==> config.mk <==
export PLATFORM = sky130hd
export DESIGN_NAME = uae_cell
export DESIGN_NICKNAME = d
export VERILOG_FILES = /design/src/rtl/uae_pkg.sv /design/src/rtl/uae_cell.sv
export SDC_FILE = /design/constraint.sdc
export NUM_CORES = 1
export LEC_CHECK = 0
export BUFFER_PORTS_ARGS = -buffer_cell sky130_fd_sc_hd__buf_2
export CORE_AREA = 2 2 58 88
export DETAILED_ROUTE_END_ITERATION = 7
export DIE_AREA = 0 0 60 90
export PLACE_DENSITY = 0.76
export SKIP_LAST_GASP = 1
export SYNTH_ARGS = -nofsm -noshare
export SYNTH_HDL_FRONTEND = slang
export SYNTH_SLANG_ARGS = --single-unit
==> constraint.sdc <==
create_clock -name clk -period 2.7 [get_ports clk]
set_clock_uncertainty 0.15 [all_clocks]
set_input_delay 0.27 -clock clk [delete_from_list [all_inputs] [get_ports clk]]
set_output_delay 0.27 -clock clk [all_outputs]
set_load 0.02 [all_outputs]
==> src/rtl/uae_pkg.sv <==
// Shared types and constants for the unordered array engine.
// Command and result beat layouts, opcodes, status codes, cell actions.
// No dependencies.
package uae_pkg;

  // Fixed field widths of the command and result beats
  localparam int OP_W  = 4;
  localparam int IDX_W = 7;
  localparam int ST_W  = 3;

  typedef logic signed [31:0] word_t;

  // Opcodes
  localparam logic [OP_W-1:0] OP_DUMP  = 4'd0;
  localparam logic [OP_W-1:0] OP_APP   = 4'd1;
  localparam logic [OP_W-1:0] OP_INSAT = 4'd2;
  localparam logic [OP_W-1:0] OP_BMAX  = 4'd3;
  localparam logic [OP_W-1:0] OP_AMIN  = 4'd4;
  localparam logic [OP_W-1:0] OP_SRCH  = 4'd5;
  localparam logic [OP_W-1:0] OP_MXMN  = 4'd6;
  localparam logic [OP_W-1:0] OP_CNT   = 4'd7;
  localparam logic [OP_W-1:0] OP_DEL   = 4'd8;
  localparam logic [OP_W-1:0] OP_D2MAX = 4'd9;
  localparam logic [OP_W-1:0] OP_DKMIN = 4'd10;
  localparam logic [OP_W-1:0] OP_DDUP  = 4'd11;

  // Status codes
  localparam logic [ST_W-1:0] ST_OK     = 3'd0;
  localparam logic [ST_W-1:0] ST_FULL   = 3'd1;
  localparam logic [ST_W-1:0] ST_EMPTY  = 3'd2;
  localparam logic [ST_W-1:0] ST_BADPOS = 3'd3;
  localparam logic [ST_W-1:0] ST_NOTFND = 3'd4;
  localparam logic [ST_W-1:0] ST_BADK   = 3'd5;

  // Cell actions
  localparam logic [2:0] ACT_HOLD = 3'd0;
  localparam logic [2:0] ACT_ROT  = 3'd1;
  localparam logic [2:0] ACT_INS  = 3'd2;
  localparam logic [2:0] ACT_DEL  = 3'd3;
  localparam logic [2:0] ACT_CLR  = 3'd4;
  localparam logic [2:0] ACT_MARK = 3'd5;

  typedef struct packed {
    logic [OP_W-1:0]  op;
    word_t            value;
    logic [IDX_W-1:0] position;
  } cmd_t;

  typedef struct packed {
    logic [ST_W-1:0]  status;
    logic [IDX_W-1:0] index;
    word_t            value_res;
    logic [IDX_W-1:0] min_index;
    word_t            min_value;
    logic [IDX_W-1:0] count;
    logic             last;
  } res_t;

  // Control broadcast to every cell
  typedef struct packed {
    logic [2:0] act;
    word_t      value;
  } cell_ctl_t;

endpackage

==> src/rtl/uae_cell.sv <==
// One storage cell of the entry ring: a word plus its exclusion flag.
// Shifts left/right for delete/insert and rotates toward cell 0 on scans.
// Depends on uae_pkg.
module uae_cell import uae_pkg::*; #(
  parameter int AW  = 6,
  parameter int IDX = 0
) (
  input  logic          clk,
  input  logic          rst,
  input  cell_ctl_t     ctl,
  input  logic [AW-1:0] pos,
  input  word_t         left_data,
  input  logic          left_mask,
  input  word_t         right_data,
  input  logic          right_mask,
  output word_t         data,
  output logic          mask
);

  logic at_pos, above_pos;

  assign at_pos    = pos == AW'(IDX);
  assign above_pos = AW'(IDX) > pos;

  // Word register
  always_ff @(posedge clk) begin
    unique case (ctl.act)
      ACT_ROT: data <= right_data;
      ACT_INS: begin
        if (above_pos) data <= left_data;
        else if (at_pos) data <= ctl.value;
      end
      ACT_DEL: if (above_pos || at_pos) data <= right_data;
      default: ;
    endcase
  end

  // Exclusion flag
  always_ff @(posedge clk) begin
    if (rst) begin
      mask <= 1'b0;
    end else begin
      unique case (ctl.act)
        ACT_ROT:  mask <= right_mask;
        ACT_INS: begin
          if (above_pos) mask <= left_mask;
          else if (at_pos) mask <= 1'b0;
        end
        ACT_DEL:  if (above_pos || at_pos) mask <= right_mask;
        ACT_CLR:  mask <= 1'b0;
        ACT_MARK: if (at_pos) mask <= 1'b1;
        default: ;
      endcase
    end
  end

endmodule

==> reports/qor.csv <==
stage;metric;value;unit
global_route;grt_max_degree;33;
cts;clockBufferDepth;2;
final_layout;fin_nets;308;
min_path;hp-class;in -> reg;
setup_path;r2r_start;mask;
timing;finalCritPeriodShare;59.3;%
cts;clkSinkCount;33;
synthesis;synth_edf_count;32;
drt;drt_iter0_markers;25;
setup_path;cp-end-kind;flip-flop;
final_layout;antenna_cells;0;
synthesis;mappedNetlistArea;1480;sq um
setup_path;r2r_cells;1;
drt;wl_met1;1190;microns
timing;period_minus_slack;1.60;ns
synthesis;synth.most_common_cell;edfxtp_1;
setup_path;criticalPathCategory;in -> reg;
timing;worstMarginPinSlew;0.401;ns
floorplan;initial_core_util;31.5;%
setup_path;worstPathRequired;2.53;ns
outcome;status;finished, final reports clean;
floorplan;fp.dieW;60;microns
pwr;ir_drop;340;uV
cts;path_clk_slew;0.07;ns
cts;htree_levels;2;
cts;cts_resized;0;
placement;io_buffer_count;108;
setup_path;reg2reg_slack;1.92;ns
cts;cts_tree;yes;
pwr;power.leakage;0.954;nW
timing;drv_slew;0;
floorplan;dieArea;5400;sq um
floorplan;rows;31;
drt;finalWirelength;3330;microns
timing;finalHoldViolCount;0;
global_route;antenna_found_initial;0;
synthesis;synth_warnings;0;
synthesis;synth_seq_area_share;66.3;%
synthesis;yosysTopAreaCell;edfxtp_1;
setup_path;cp-start-kind;input pin;
drt;drt.antenna.violating_nets;0;
synthesis;synth_common_cells;32 x edfxtp_1, 26 x mux2_2, 6 x mux2_1;
synthesis;synth.avg_cell_area;17.4;sq um
cts;postCtsSetupBuffers;0;
timing;setup-violations-final;0;
cts;insertion_delay;0.27;ns
placement;gp_congestion;0.703;
final_layout;area_delta_synth_final;50.8;%
synthesis;synth_top_area_share;64.9;%
floorplan;dieHeight;90;microns
global_route;grt_pass1_wl;5030;microns
global_route;grt_pass1_vias;1097;
timing;holdWs;0.129;ns
timing;rsz0062_at_grt;no;
drt;met2_length;1860;microns
synthesis;synth_flop_cell;edfxtp_1;
drt;vias;1151;
drt;drc;0;
cts;numCtsBuffers;5;
cts;cts.root.buffer_cell;clkbuf_8;
synthesis;synth-async-reset-ratio;0;%
synthesis;ys_seq_elements;33;
timing;tns;0;ns
pwr;power_density;545;nW/um^2
drt;dr_wl_met3;240;microns
synthesis;ys_types;19;
setup_path;r2r-end;mask;
setup_path;worstPathArrival;1.43;ns
synthesis;synthesis.nets;194;
global_route;gr-total-overflow;0;
final_layout;fillCellCount;431;
floorplan;fp.coreArea;4690;sq um
synthesis;synth.area.top_cells;edfxtp_1 65%, mux2_2 20%, mux2_1 4.6%, buf_4 1.5%, nor4_4 1.4%;
cts;hold_buffers;0;
drt;drt_first_pass_iters;4;
drt;via_per_inst;4.33;
drt;wl_per_cell;12.5;microns
placement;place_hpwl;2630;microns
setup_path;cp_max_fo;27;
setup_path;worstSetupStartpoint;pos[0];
timing;slew_headroom;73.3;%
final_layout;layout-drive-gt1-share;73.5;%
timing;max_freq;625;MHz
flow_run;maxCapViolCount;0;
synthesis;synth_cells;85;
setup_path;crit_end;data[21];
drt;top_layer;met4;
global_route;grt_usage;12.4;%
floorplan;io_pins;142;
-- where the power goes --
group          switching, W  internal, W
clock network      0.000166     0.000272
registers        0.00000585     0.000594
logic             0.0000882    0.0000903
-- cells in the final DEF (no fill, tap or decap) --
| cell type | n |
|---|---|
| nand3_1 | 2 |
| buf_12 | 1 |
| mux2_1 | 6 |
| buf_2 | 108 |
| a21oi_2 | 1 |
| clkinv_1 | 1 |
| inv_1 | 2 |
| nor2_1 | 1 |
| nor3_1 | 1 |
| mux2_2 | 26 |
| clkbuf_1 | 1 |
| bufinv_16 | 1 |
| edfxtp_1 | 32 |
| nor3_4 | 1 |
| o21ai_0 | 1 |
| nand2_1 | 1 |
| buf_4 | 1 |
| dfxtp_1 | 1 |
| a221o_1 | 1 |
| a32o_1 | 1 |
| nor4_4 | 1 |
| inv_2 | 1 |
| clkbuf_8 | 5 |
| a21oi_1 | 1 |
| nor3b_1 | 1 |
| a21oi_4 | 1 |
-- routing by layer --
| layer | global-route usage (%) | vias to the layer above |
|---|---|---|
| met1 | 13.5 | 518 |
| met2 | 22.2 | 70 |
| met5 | 0 | - |
| met3 | 2.73 | 4 |
| met4 | 5.00 | 0 |
| li1 | - | 559 |
-- how the worst min path moves through the flow --
stage	start	to	slack, ns	cells after the start
3_5_place_dp	mask	mask	0.34	1
6_report	right_data[18]	data[18]	0.13	2
2_1_floorplan	rst	mask	0.32	2
4_1_cts	right_data[17]	data[17]	0.12	2
5_1_grt	right_data[17]	data[17]	0.12	2
3_3_place_gp	mask	mask	0.33	1
-- metrics by stage --
| stage | utilization [%] | area (sq um) | total power (W) | worst slack [ns] | instances |
|---|---|---|---|---|---|
| final | 47.6 | 2230 | 0.00122 | 1.10 | 266 |
| after global routing | 47.6 | 2230 | 0.00127 | 1.04 | 266 |
| after CTS | 47.6 | 2230 | 0.00123 | 1.08 | 266 |
| after detailed placement | 45.3 | 2130 | 0.000792 | 0.782 | 258 |
| after global placement | 45.3 | 2130 | 0.000788 | 0.821 | 258 |
| after floorplan | - | 1480 | 0.000700 | 0.457 | 85 |
-- area by class of cell --
class	instances	area [sq um]	area share [%]
clock inverters	2	33.8	1.51
repair buffers	110	568	25.4
clock buffers	6	72.6	3.25
flip-flops and latches	33	981	43.9
multi-input cells	46	483	21.6
inverters	3	11.3	0.504
well taps	66	82.6	3.70
-- cells by family (layout without fill, tap and decap cells) --
family,count (synthesis),count (layout),share of synthesized area (%)
flip-flops,33,33,66.3
buffers and inverters,6,121,2.28
multiplexers,32,32,24.3
AO/OA/AOI/OAI,6,6,2.96
AND/OR/NAND/NOR,8,8,4.14
-- critical path, cell delays in order --
cell and delay [ns]:
buf_2 0.11, nor4_4 0.34, nand3_1 0.17, a21oi_4 0.29
buf_12 0.24
-- state kept, by name, indices dropped and copies added (netlist names) --
signal,count
data,32
mask,1
No activity file was read; power rests on OpenSTA's default activity.
